File: src/design/bcdf_pkg.sv
// ----------------------------------------------------------------------------
// Block common divisor filter package
// Field widths, default parameter values and status codes.
// ----------------------------------------------------------------------------
package bcdf_pkg;

    localparam int FIELD_BITS       = 32;
    localparam int STATUS_BITS      = 2;
    localparam int DEF_BLOCK_DEPTH  = 64;
    localparam int DEF_VALUE_BITS   = 32;

    localparam logic [FIELD_BITS-1:0] MAX_VALUE_RESET = 32'hFFFF_FFFF;

    localparam logic [STATUS_BITS-1:0] ST_APPLIED     = 2'd0;
    localparam logic [STATUS_BITS-1:0] ST_NOT_APPLIED = 2'd1;
    localparam logic [STATUS_BITS-1:0] ST_RANGE_ERROR = 2'd2;

endpackage

File: src/design/bcdf_store.sv
// ----------------------------------------------------------------------------
// Value store
// Single-port-write, single-port-read memory with a registered read.
// ----------------------------------------------------------------------------
module bcdf_store #(
    parameter int DEPTH = 64,
    parameter int WIDTH = 32,
    parameter int AW    = 6
) (
    input  logic             aclk,
    input  logic             wr_en,
    input  logic [AW-1:0]    wr_addr,
    input  logic [WIDTH-1:0] wr_data,
    input  logic             rd_en,
    input  logic [AW-1:0]    rd_addr,
    output logic [WIDTH-1:0] rd_data
);

    logic [WIDTH-1:0] mem [DEPTH];
    logic [WIDTH-1:0] rd_data_reg;

    always_ff @(posedge aclk) begin
        if (wr_en) begin
            mem[wr_addr] <= wr_data;
        end
    end

    always_ff @(posedge aclk) begin
        if (rd_en) begin
            rd_data_reg <= mem[rd_addr];
        end
    end

    assign rd_data = rd_data_reg;

endmodule

File: src/design/bcdf_divider.sv
// ----------------------------------------------------------------------------
// Iterative divider
// Restoring radix-2 unsigned divider, one quotient bit per cycle.
// ----------------------------------------------------------------------------
module bcdf_divider #(
    parameter int WIDTH = 32
) (
    input  logic             aclk,
    input  logic             aresetn,
    input  logic             start,
    input  logic [WIDTH-1:0] dividend,
    input  logic [WIDTH-1:0] divisor,
    output logic             done,
    output logic [WIDTH-1:0] quotient,
    output logic [WIDTH-1:0] remainder
);

    localparam int CNT_W = $clog2(WIDTH + 1);

    logic [WIDTH-1:0] rem_reg, rem_next;
    logic [WIDTH-1:0] quo_reg, quo_next;
    logic [WIDTH-1:0] div_reg;
    logic [CNT_W-1:0] cnt_reg;
    logic             busy_reg;
    logic             done_reg;
    logic [WIDTH:0]   rem_shift;
    logic [WIDTH:0]   diff;

    always_comb begin
        rem_shift = {rem_reg, quo_reg[WIDTH-1]};
        diff      = rem_shift - {1'b0, div_reg};
        if (!diff[WIDTH]) begin
            rem_next = diff[WIDTH-1:0];
            quo_next = {quo_reg[WIDTH-2:0], 1'b1};
        end else begin
            rem_next = rem_shift[WIDTH-1:0];
            quo_next = {quo_reg[WIDTH-2:0], 1'b0};
        end
    end

    always_ff @(posedge aclk) begin
        if (!aresetn) begin
            busy_reg <= 1'b0;
            done_reg <= 1'b0;
            cnt_reg  <= '0;
        end else begin
            done_reg <= 1'b0;
            if (start) begin
                busy_reg <= 1'b1;
                cnt_reg  <= CNT_W'(WIDTH);
            end else if (busy_reg) begin
                cnt_reg <= cnt_reg - 1'b1;
                if (cnt_reg == CNT_W'(1)) begin
                    busy_reg <= 1'b0;
                    done_reg <= 1'b1;
                end
            end
        end
    end

    always_ff @(posedge aclk) begin
        if (start) begin
            rem_reg <= '0;
            quo_reg <= dividend;
            div_reg <= divisor;
        end else if (busy_reg) begin
            rem_reg <= rem_next;
            quo_reg <= quo_next;
        end
    end

    assign done      = done_reg;
    assign quotient  = quo_reg;
    assign remainder = rem_reg;

endmodule

File: src/design/block_common_divisor_filter_unit.sv
// ----------------------------------------------------------------------------
// Block common divisor filter
// Collects a block of values, tracks their greatest common divisor and
// emits the block divided by that divisor when it is in range.
// ----------------------------------------------------------------------------
//  Channel  Direction  Handshake           Payload
//  cfg      in         cfg_wr_en           cfg_wr_data (max_value)
//  s        in         s_valid / s_ready   s_value, s_last_value
//  m        out        m_valid / m_ready   m_quotient, m_common_divisor,
//                                          m_new_max_value, m_status,
//                                          m_last_result
//
// Each input transfer runs its Euclid remainder steps on the one shared
// serial divider. At block close the maximum is divided only when applied,
// then each result is divided when applied and passed through otherwise.
// Reset is synchronous; the store needs no clearing pass.
// A stalled result holds the emit sequence; a new block is accepted while
// the final result of the previous block still waits.
// ----------------------------------------------------------------------------
module block_common_divisor_filter_unit
    import bcdf_pkg::*;
#(
    parameter int BLOCK_DEPTH = DEF_BLOCK_DEPTH,
    parameter int VALUE_BITS  = DEF_VALUE_BITS
) (
    input  logic                   aclk,
    input  logic                   aresetn,
    input  logic                   cfg_wr_en,
    input  logic [FIELD_BITS-1:0]  cfg_wr_data,
    input  logic                   s_valid,
    output logic                   s_ready,
    input  logic [FIELD_BITS-1:0]  s_value,
    input  logic                   s_last_value,
    output logic                   m_valid,
    input  logic                   m_ready,
    output logic [FIELD_BITS-1:0]  m_quotient,
    output logic [FIELD_BITS-1:0]  m_common_divisor,
    output logic [FIELD_BITS-1:0]  m_new_max_value,
    output logic [STATUS_BITS-1:0] m_status,
    output logic                   m_last_result
);

    localparam int W  = VALUE_BITS;
    localparam int AW = (BLOCK_DEPTH > 1) ? $clog2(BLOCK_DEPTH) : 1;
    localparam int CW = $clog2(BLOCK_DEPTH + 1);

    localparam logic [3:0] S_IN       = 4'd0;
    localparam logic [3:0] S_GCD      = 4'd1;
    localparam logic [3:0] S_GCD_WAIT = 4'd2;
    localparam logic [3:0] S_DECIDE   = 4'd3;
    localparam logic [3:0] S_MAX_WAIT = 4'd4;
    localparam logic [3:0] S_FETCH    = 4'd5;
    localparam logic [3:0] S_DATA     = 4'd6;
    localparam logic [3:0] S_QUO_WAIT = 4'd7;
    localparam logic [3:0] S_PUSH     = 4'd8;

    logic [3:0]             state_reg, state_next;
    logic [CW-1:0]          count_reg;
    logic [CW-1:0]          k_reg;
    logic                   close_reg;
    logic [W-1:0]           gx_reg, gy_reg;
    logic [W-1:0]           g_reg;
    logic [FIELD_BITS-1:0]  max_reg;
    logic [STATUS_BITS-1:0] status_reg;
    logic [W-1:0]           newmax_reg;
    logic [W-1:0]           q_reg;

    logic                   m_valid_reg;
    logic [FIELD_BITS-1:0]  m_quotient_reg;
    logic [FIELD_BITS-1:0]  m_divisor_reg;
    logic [FIELD_BITS-1:0]  m_new_max_reg;
    logic [STATUS_BITS-1:0] m_status_reg;
    logic                   m_last_reg;

    logic                   in_xfer;
    logic [W-1:0]           v_in;
    logic [W-1:0]           max_w;
    logic                   applied;
    logic                   out_free;
    logic                   is_final;

    logic                   div_start;
    logic [W-1:0]           div_dividend;
    logic [W-1:0]           div_divisor;
    logic                   div_done;
    logic [W-1:0]           div_quo;
    logic [W-1:0]           div_rem;

    logic                   rd_en;
    logic [W-1:0]           rd_data;

    assign s_ready  = (state_reg == S_IN);
    assign in_xfer  = s_valid && s_ready;
    assign v_in     = W'(s_value);
    assign max_w    = W'(max_reg);
    assign applied  = (status_reg == ST_APPLIED);
    assign out_free = !m_valid_reg || m_ready;
    assign is_final = (CW'(k_reg + 1'b1) == count_reg);
    assign rd_en    = (state_reg == S_FETCH);

    bcdf_store #(
        .DEPTH (BLOCK_DEPTH),
        .WIDTH (W),
        .AW    (AW)
    ) u_store (
        .aclk    (aclk),
        .wr_en   (in_xfer),
        .wr_addr (count_reg[AW-1:0]),
        .wr_data (v_in),
        .rd_en   (rd_en),
        .rd_addr (k_reg[AW-1:0]),
        .rd_data (rd_data)
    );

    // The divider serves the Euclid steps, the maximum and the quotients of an applied block.
    always_comb begin
        div_start    = 1'b0;
        div_dividend = gy_reg;
        div_divisor  = gx_reg;
        unique case (state_reg)
            S_GCD: begin
                div_start = (gx_reg != '0);
            end
            S_DECIDE: begin
                div_start    = (g_reg > W'(1)) && (g_reg <= max_w);
                div_dividend = max_w;
                div_divisor  = g_reg;
            end
            S_DATA: begin
                div_start    = applied;
                div_dividend = rd_data;
                div_divisor  = g_reg;
            end
            default: begin
                div_start = 1'b0;
            end
        endcase
    end

    bcdf_divider #(
        .WIDTH (W)
    ) u_divider (
        .aclk      (aclk),
        .aresetn   (aresetn),
        .start     (div_start),
        .dividend  (div_dividend),
        .divisor   (div_divisor),
        .done      (div_done),
        .quotient  (div_quo),
        .remainder (div_rem)
    );

    always_comb begin
        state_next = state_reg;
        unique case (state_reg)
            S_IN: begin
                if (in_xfer) begin
                    state_next = S_GCD;
                end
            end
            S_GCD: begin
                if (gx_reg != '0) begin
                    state_next = S_GCD_WAIT;
                end else if (close_reg) begin
                    state_next = S_DECIDE;
                end else begin
                    state_next = S_IN;
                end
            end
            S_GCD_WAIT: begin
                if (div_done) begin
                    state_next = S_GCD;
                end
            end
            S_DECIDE: begin
                state_next = div_start ? S_MAX_WAIT : S_FETCH;
            end
            S_MAX_WAIT: begin
                if (div_done) begin
                    state_next = S_FETCH;
                end
            end
            S_FETCH: begin
                state_next = S_DATA;
            end
            S_DATA: begin
                state_next = applied ? S_QUO_WAIT : S_PUSH;
            end
            S_QUO_WAIT: begin
                if (div_done) begin
                    state_next = S_PUSH;
                end
            end
            S_PUSH: begin
                if (out_free) begin
                    state_next = is_final ? S_IN : S_FETCH;
                end
            end
            default: begin
                state_next = S_IN;
            end
        endcase
    end

    always_ff @(posedge aclk) begin
        if (!aresetn) begin
            state_reg   <= S_IN;
            count_reg   <= '0;
            g_reg       <= '0;
            max_reg     <= MAX_VALUE_RESET;
            m_valid_reg <= 1'b0;
        end else begin
            state_reg <= state_next;
            if (cfg_wr_en) begin
                max_reg <= cfg_wr_data;
            end
            if (in_xfer) begin
                count_reg <= count_reg + 1'b1;
            end
            if (state_reg == S_GCD && gx_reg == '0) begin
                g_reg <= gy_reg;
            end
            if (state_reg == S_PUSH && out_free) begin
                m_valid_reg <= 1'b1;
                if (is_final) begin
                    count_reg <= '0;
                    g_reg     <= '0;
                end
            end else if (m_ready) begin
                m_valid_reg <= 1'b0;
            end
        end
    end

    always_ff @(posedge aclk) begin
        if (in_xfer) begin
            close_reg <= s_last_value || (count_reg == CW'(BLOCK_DEPTH - 1));
            // Euclid starts with the smaller operand as the divisor.
            if (g_reg > v_in) begin
                gx_reg <= v_in;
                gy_reg <= g_reg;
            end else begin
                gx_reg <= g_reg;
                gy_reg <= v_in;
            end
        end
        if (state_reg == S_GCD_WAIT && div_done) begin
            gy_reg <= gx_reg;
            gx_reg <= div_rem;
        end
        if (state_reg == S_DECIDE) begin
            k_reg      <= '0;
            newmax_reg <= max_w;
            if (g_reg <= W'(1)) begin
                status_reg <= ST_NOT_APPLIED;
            end else if (g_reg > max_w) begin
                status_reg <= ST_RANGE_ERROR;
            end else begin
                status_reg <= ST_APPLIED;
            end
        end
        if (state_reg == S_MAX_WAIT && div_done) begin
            newmax_reg <= div_quo;
        end
        if (state_reg == S_DATA) begin
            q_reg <= rd_data;
        end
        if (state_reg == S_QUO_WAIT && div_done) begin
            q_reg <= div_quo;
        end
        if (state_reg == S_PUSH && out_free) begin
            m_quotient_reg <= FIELD_BITS'(q_reg);
            m_divisor_reg  <= FIELD_BITS'(g_reg);
            m_new_max_reg  <= FIELD_BITS'(newmax_reg);
            m_status_reg   <= status_reg;
            m_last_reg     <= is_final;
            k_reg          <= k_reg + 1'b1;
        end
    end

    assign m_valid          = m_valid_reg;
    assign m_quotient       = m_quotient_reg;
    assign m_common_divisor = m_divisor_reg;
    assign m_new_max_value  = m_new_max_reg;
    assign m_status         = m_status_reg;
    assign m_last_result    = m_last_reg;

endmodule

File: config.mk
export PLATFORM = sky130hd
export DESIGN_NAME = block_common_divisor_filter_unit
export DESIGN_NICKNAME = d
export VERILOG_FILES = /design/src/design/bcdf_pkg.sv /design/src/design/bcdf_store.sv /design/src/design/bcdf_divider.sv /design/src/design/block_common_divisor_filter_unit.sv
export SDC_FILE = /design/constraint.sdc
export NUM_CORES = 2
export LEC_CHECK = 0
export ABC_AREA = 0
export BUFFER_PORTS_ARGS = -buffer_cell sky130_fd_sc_hd__buf_2
export CORE_ASPECT_RATIO = 0.6
export CORE_MARGIN = 2
export CORE_UTILIZATION = 40
export DETAILED_ROUTE_END_ITERATION = 8
export GPL_TIMING_DRIVEN = 0
export PLACE_DENSITY = 0.57
export SLEW_MARGIN = 20
export SYNTH_ARGS = -nofsm -noshare
export SYNTH_HDL_FRONTEND = slang
export SYNTH_SLANG_ARGS = --single-unit
File: constraint.sdc
create_clock -name aclk -period 6 [get_ports aclk]
set_input_delay 0.9 -clock aclk [delete_from_list [all_inputs] [get_ports aclk]]
set_output_delay 0.9 -clock aclk [all_outputs]
set_load 0.02 [all_outputs]
Word level (Yosys, flattened, before mapping)
Memory sizes are Yosys's and may differ from the RTL's. A register that Yosys moved wholly into a read port is not among the register bits. Cells that the tools add are included.

Register bits after elaboration: 417. Bits in writable memories: 2048. Input bits: 70. Output and inout bits: 101. Logic and storage cells: 123. Memories kept: 1.

Memory list: u_store.mem (words 64, bits a word 32, read ports 1, clocked after Yosys merged registers in 1, write ports 1, line bcdf_store.sv:19) `logic [WIDTH-1:0] mem [DEPTH];`.

Add/subtract/negate cells: 4. $lt $le $gt $ge: 5. Equality and inequality tests: 16. Muxes and demuxes: 47. Bitwise gates (word level): 2. Reductions and logical operators: 24.

Operators with widths (number): 32-bit two-way mux (17); 32-bit greater-than comparator (2); 32-bit case mux with 2 select lines (1); 4-bit case mux with 9 select lines (1); 7-bit two-way mux (5); 33-bit by 32-bit subtractor with 33-bit output (1); 32-bit by 1-bit greater-than comparator with 1-bit output (second input constant) (1); 32-bit by 1-bit <= comparator with 1-bit output (second input constant) (1); 32-bit <= comparator (1); 32-bit zero test (1); 32-bit nonzero test (1); 4-bit two-way mux (6); 4-bit by 3-bit == test with 1-bit output (second input constant) (4); 7-bit by 1-bit adder with 7-bit output (second input constant) (2); 6-bit two-way mux (2); 2-bit nonzero test (6); 1-bit two-way mux (10); 4-bit by 2-bit == test with 1-bit output (second input constant) (2); 2-bit by 1-bit != test with 1-bit output (second input constant) (4); 7-bit by 6-bit == test with 1-bit output (second input constant) (1); 7-bit == test (1); 1-bit logical AND (7); 6-bit by 1-bit == test with 1-bit output (second input constant) (1); 2-bit two-way mux (3); other kinds (14) (17).

Depth between registers and ports, before layout
Depth in word-level cells: 5. Mapped depth: 14. Mapped depth without buffers: 12.

Modules after synthesis
Synthesis repeated with hierarchy kept, for this count alone.

Cell total of the unflattened synthesis: 5163. Area total of the unflattened synthesis: 99845.8 µm².

By module, submodules not included: bcdf_store (times used 1, cells an instance 3324, area each 78835.6 µm², sequential area each 62459.9 µm²); block_common_divisor_filter_unit (times used 1, cells an instance 1267, area each 15039.4 µm², sequential area each 8638.3 µm²); bcdf_divider (times used 1, cells an instance 572, area each 5970.7 µm², sequential area each 2722.6 µm²).

Worst setup path after synthesis
OpenSTA, ideal clock, no wires.

Kind: flip-flop to flip-flop. From: register max_reg[23]. To: register u_divider.quo_reg[0], in the netlist u_divider.quotient[0], enable pin. Arrival: 4.651 ns. Required time: 5.534 ns. Setup slack: 0.884 ns. Stages on the path, launching flop included: 9. Path buffers: 0. Clock period less this slack: 5.116 ns. Cell sequence: dfxtp_1 > inv_1 > ha_1 > nand3_1 > or3_1 > or4_1 > or4_1 > o2111a_2 > o21ai_0.

Cells in the longest elaborated chain, start to end: 4.

Ends and longest elaborated chain: start: declaration (line block_common_divisor_filter_unit.sv:63) `logic [FIELD_BITS-1:0] max_reg;`; start signal: assignment (line block_common_divisor_filter_unit.sv:215) `max_reg <= cfg_wr_data;`; 32-bit <= comparator (line block_common_divisor_filter_unit.sv:125) `div_start = (g_reg > W'(1)) && (g_reg <= max_w);`; 1-bit logical AND (line block_common_divisor_filter_unit.sv:125); 1-bit case mux with 3 select lines (line block_common_divisor_filter_unit.sv:120) `unique case (state_reg)`; 2-bit nonzero test (no source line); end signal: assignment (line bcdf_divider.sv:64) `quo_reg <= dividend;`; end signal: assignment (line bcdf_divider.sv:68) `quo_reg <= quo_next;`; end: declaration (line bcdf_divider.sv:21) `logic [WIDTH-1:0] quo_reg, quo_next;`.

Every way passes these cells. A chain may end at the register's enable or synchronous reset.

Worst setup path after layout
From: register u_divider.quo_reg[31], in the netlist u_divider.quotient[31]. To: register u_divider.rem_reg[21], in the netlist u_divider.remainder[21].

Cells in the longest elaborated chain, start to end: 2.

Ends and longest elaborated chain: 33-bit by 32-bit subtractor with 33-bit output (line bcdf_divider.sv:31) `diff = rem_shift - {1'b0, div_reg};`; 32-bit two-way mux (line bcdf_divider.sv:32) `if (!diff[WIDTH]) begin`; end signal: assignment (line bcdf_divider.sv:67) `rem_reg <= rem_next;`; end: declaration (line bcdf_divider.sv:20) `logic [WIDTH-1:0] rem_reg, rem_next;`.

Every way passes these cells.

==> results.md <==
- Cell count after synthesis: 4,857
- Hold_ws: 0.2543 ns
- Via count: 52,710
- Vias per cell: 5.962
- Crit Path Max Fanout: 10
- Unrepaired setup endpoints after global routing: false
- Max stage delay on crit path: 0.89 ns
- Core Region: 0.2465 mm2
- # nets final: 5,535
- Max Slew Vio Count: 0
- Port bufs: 168
- Post-synth top area share: 0.7199
- Share of layout cells above drive strength 1: 0.2755
- Die area: 0.2524 mm2
- Critical-path top delay cell: o31ai_2
- Synth area leaders: edfxtp_1 72%, mux4_2 15%, dfxtp_1 2.3%
- Worst Path Required: 6.77 ns
- Tot Pwr: 41.85 mW
- Clk_lat worst skew: 0.88 ns
- # H-tree levels: 4
- Sequential-to-total area share from yosys stat: 0.7433
- Max VDD drop: 0.0002678 V
- Synth Net Count: 5,028
- CP dominant cell by count: buf_4
- Total Routing Usage GR: 0.2385
- Most frequent cells in the layout: 2,381 x edfxtp_1, 672 x mux4_2, 223 x nor2_1, 223 x clkbuf_16, 187 x clkbuf_1
- DPL Wire Length: 216,400 um
- Post-layout min period: 5.692 ns
- Syn Std Cell Area: 0.09932 mm2
- Total iterations of the first detailed-routing run: 6
- #FFs+latches synth: 2,497
- CTS max path bufs: 4
- CTS tree: yes
- Clock skew: 0.03846 ns
- Die height: 390.0 um
- Yosys top cell by area: edfxtp_1
- Die Wd: 647.3 um
- Post-route ant nets: 0
- Fin worst setup slack: 0.3081 ns
- Synth Warn #: 0
- Leak: 36.66 nW
- MaxCap Viol Count: 0
- Num CTS Buffers: 220
- First-pass GRT wire length: 414,500 um
- Drt total wl: 302,900 um
- Hold Buf Count CTS: 0
- 1st-iter DRT viols: 8,655
- Crit path DAT: 6.47 ns
- Post-cts resize count: 0
- FP Rows: 141
- Avg WL per Cell: 34.26 um
- EDFF count, synth: 2,381
- Commonest non-fill, non-tap cell in the layout: edfxtp_1
- Critical Path, Cell by Cell: inv_1 > ha_1 > fa_1 > nand2b_1 > a21oi_1 > nor4_2 > o31ai_2 > nor4b_2 > nor3_4 > xor2_1 > buf_4 > buf_4 > nand2_1 > a311oi_1
- Post-CTS Repair Setup Buffers: 0
- Avg Inst Size Synth: 20.45 um2
- Dpl ws: 0.08987 ns
- Final Setup Violations: 0
- Clock sink count: 2,497
- Worst min path class: in2reg
- Tcrit/Tclk final: 0.9487
- Layout area overhead: 15.21%
- Starting Density: 0.4030
- Worst slew pin tran: 1.252 ns
- Largest net degree at the start of global routing: 75
- Ys async rst share: 0
- Setup crit end kind: flip-flop
- Post-route DRC: 0
- Power Density: 365.8 mW/mm2
- Final number of hold-violating endpoints: 0
- Status: finished, final reports clean
- Final Wtd Congestion: 0.9288
- Top reg by flops: u_store.mem
- Slew headroom: 0.1650
- Root Driver: clkbuf_16
- Clk pin slew, worst setup/hold paths: 0.07 ns
- Library cells used by synthesis: 75
- Initial antenna violation count: 31
- Kind of critical path: reg2reg
- Max reg flops: 2,048
- Max Clk Rate: 175.7 MHz
- Critical path launch point type: flip-flop
- I/O pin count: 171
- Vias in the first global route: 49,960
- Ys flop type: edfxtp_1
- Total gr overflow: 0
-- logic make-up after synthesis --
| family | Yosys count | synth area share |
|---|---|---|
| buf+inv | 368 | 0.01463 |
| xor+xnor | 45 | 0.004044 |
| mux | 867 | 0.1732 |
| simple gates | 598 | 0.02686 |
| compound gates | 381 | 0.02516 |
| fa+ha+maj | 101 | 0.01280 |
| flops | 2497 | 0.7433 |
-- final cells by class --
class	count	area, um2
flip-flops and latches	2497	73820
clock inverters	112	969.7
diodes	22	55.05
repair buffers	285	3551
multi-input cells	1992	24590
plain buffers	255	1105
well taps	3289	4115
inverters	113	429.2
fillers	20490	132000
clock buffers	277	5793
-- per-layer routing --
metal / vias to the layer above / share of wire / global-route usage
met2: 2843 / 0.37 / 0.2882
met1: 28380 / 0.47 / 0.3881
li1: 21140 / - / -
met5: - / 0.0013 / 0.005530
met3: 326 / 0.14 / 0.1055
met4: 30 / 0.015 / 0.03850
-- worst max-delay path: cells and delay by family (launching register included) --
| kind | cells | cell delay, ns |
|---|---|---|
| DFF | 1 | 0.40 |
| buffers and inverters | 3 | 0.87 |
| AOI/OAI and AO/OA | 3 | 1.54 |
| adders and majority gates | 2 | 0.80 |
| and+or+nand+nor | 5 | 1.19 |
| xor gates and xnor gates | 1 | 0.76 |
-- through the flow --
| step | utilization | cells | setup TNS (ns) | area, um2 |
|---|---|---|---|---|
| 3_5_place_dp | 0.4364 | 8431 | 0 | 107600 |
| 6_report | 0.4643 | 8842 | 0 | 114400 |
| 4_1_cts | 0.4638 | 8820 | 0 | 114300 |
| 5_1_grt | 0.4641 | 8821 | 0 | 114400 |
| 2_1_floorplan | - | 4857 | 0 | 99320 |
| 3_3_place_gp | 0.4231 | 8314 | -933.76 | 104300 |
-- path summary, 6_finish.rpt --
path	depth (start not counted)	slack, ns	end	from
hold reg to reg	0	0.42	m_quotient[31]	q_reg[31]
setup / recovery	14	0.31	u_divider.remainder[21]	u_divider.quotient[31]
setup reg to reg	14	0.31	u_divider.remainder[21]	u_divider.quotient[31]
hold / removal	3	0.25	max_reg[2]	cfg_wr_data[2]
-- report_power, final --
group | switching [mW] | total [mW] | internal (mW)
logic | 4.89 | 7.44 | 2.54
registers | 0.491 | 20.5 | 20.0
clock network | 6.46 | 14.0 | 7.51
total | 11.8 | 41.9 | 30.0
-- cells in the mapped netlist (4+ instances only) --
master	n
a211oi_1	15
a21o_1	21
a21oi_1	122
a22oi_1	33
a311oi_1	24
a31oi_1	33
and3_1	5
and4_1	4
buf_1	58
buf_2	17
buf_4	11
clkbuf_1	167
dfxtp_1	116
edfxtp_1	2381
ha_1	100
inv_1	111
mux2_2	94
mux2i_1	101
mux4_2	672
nand2_1	148
nand2b_1	13
nand3_1	30
nand3b_1	8
nand4_1	19
nor2_1	287
nor2b_1	10
nor3_1	21
nor4_1	20
o211ai_1	41
o21a_1	9
o21ai_0	40
o31ai_1	6
o41ai_1	4
or2_2	5
or3_1	7
or3b_2	5
or4_1	5
xnor2_1	23
xor2_1	21
(Power assumes the default switching activity.)
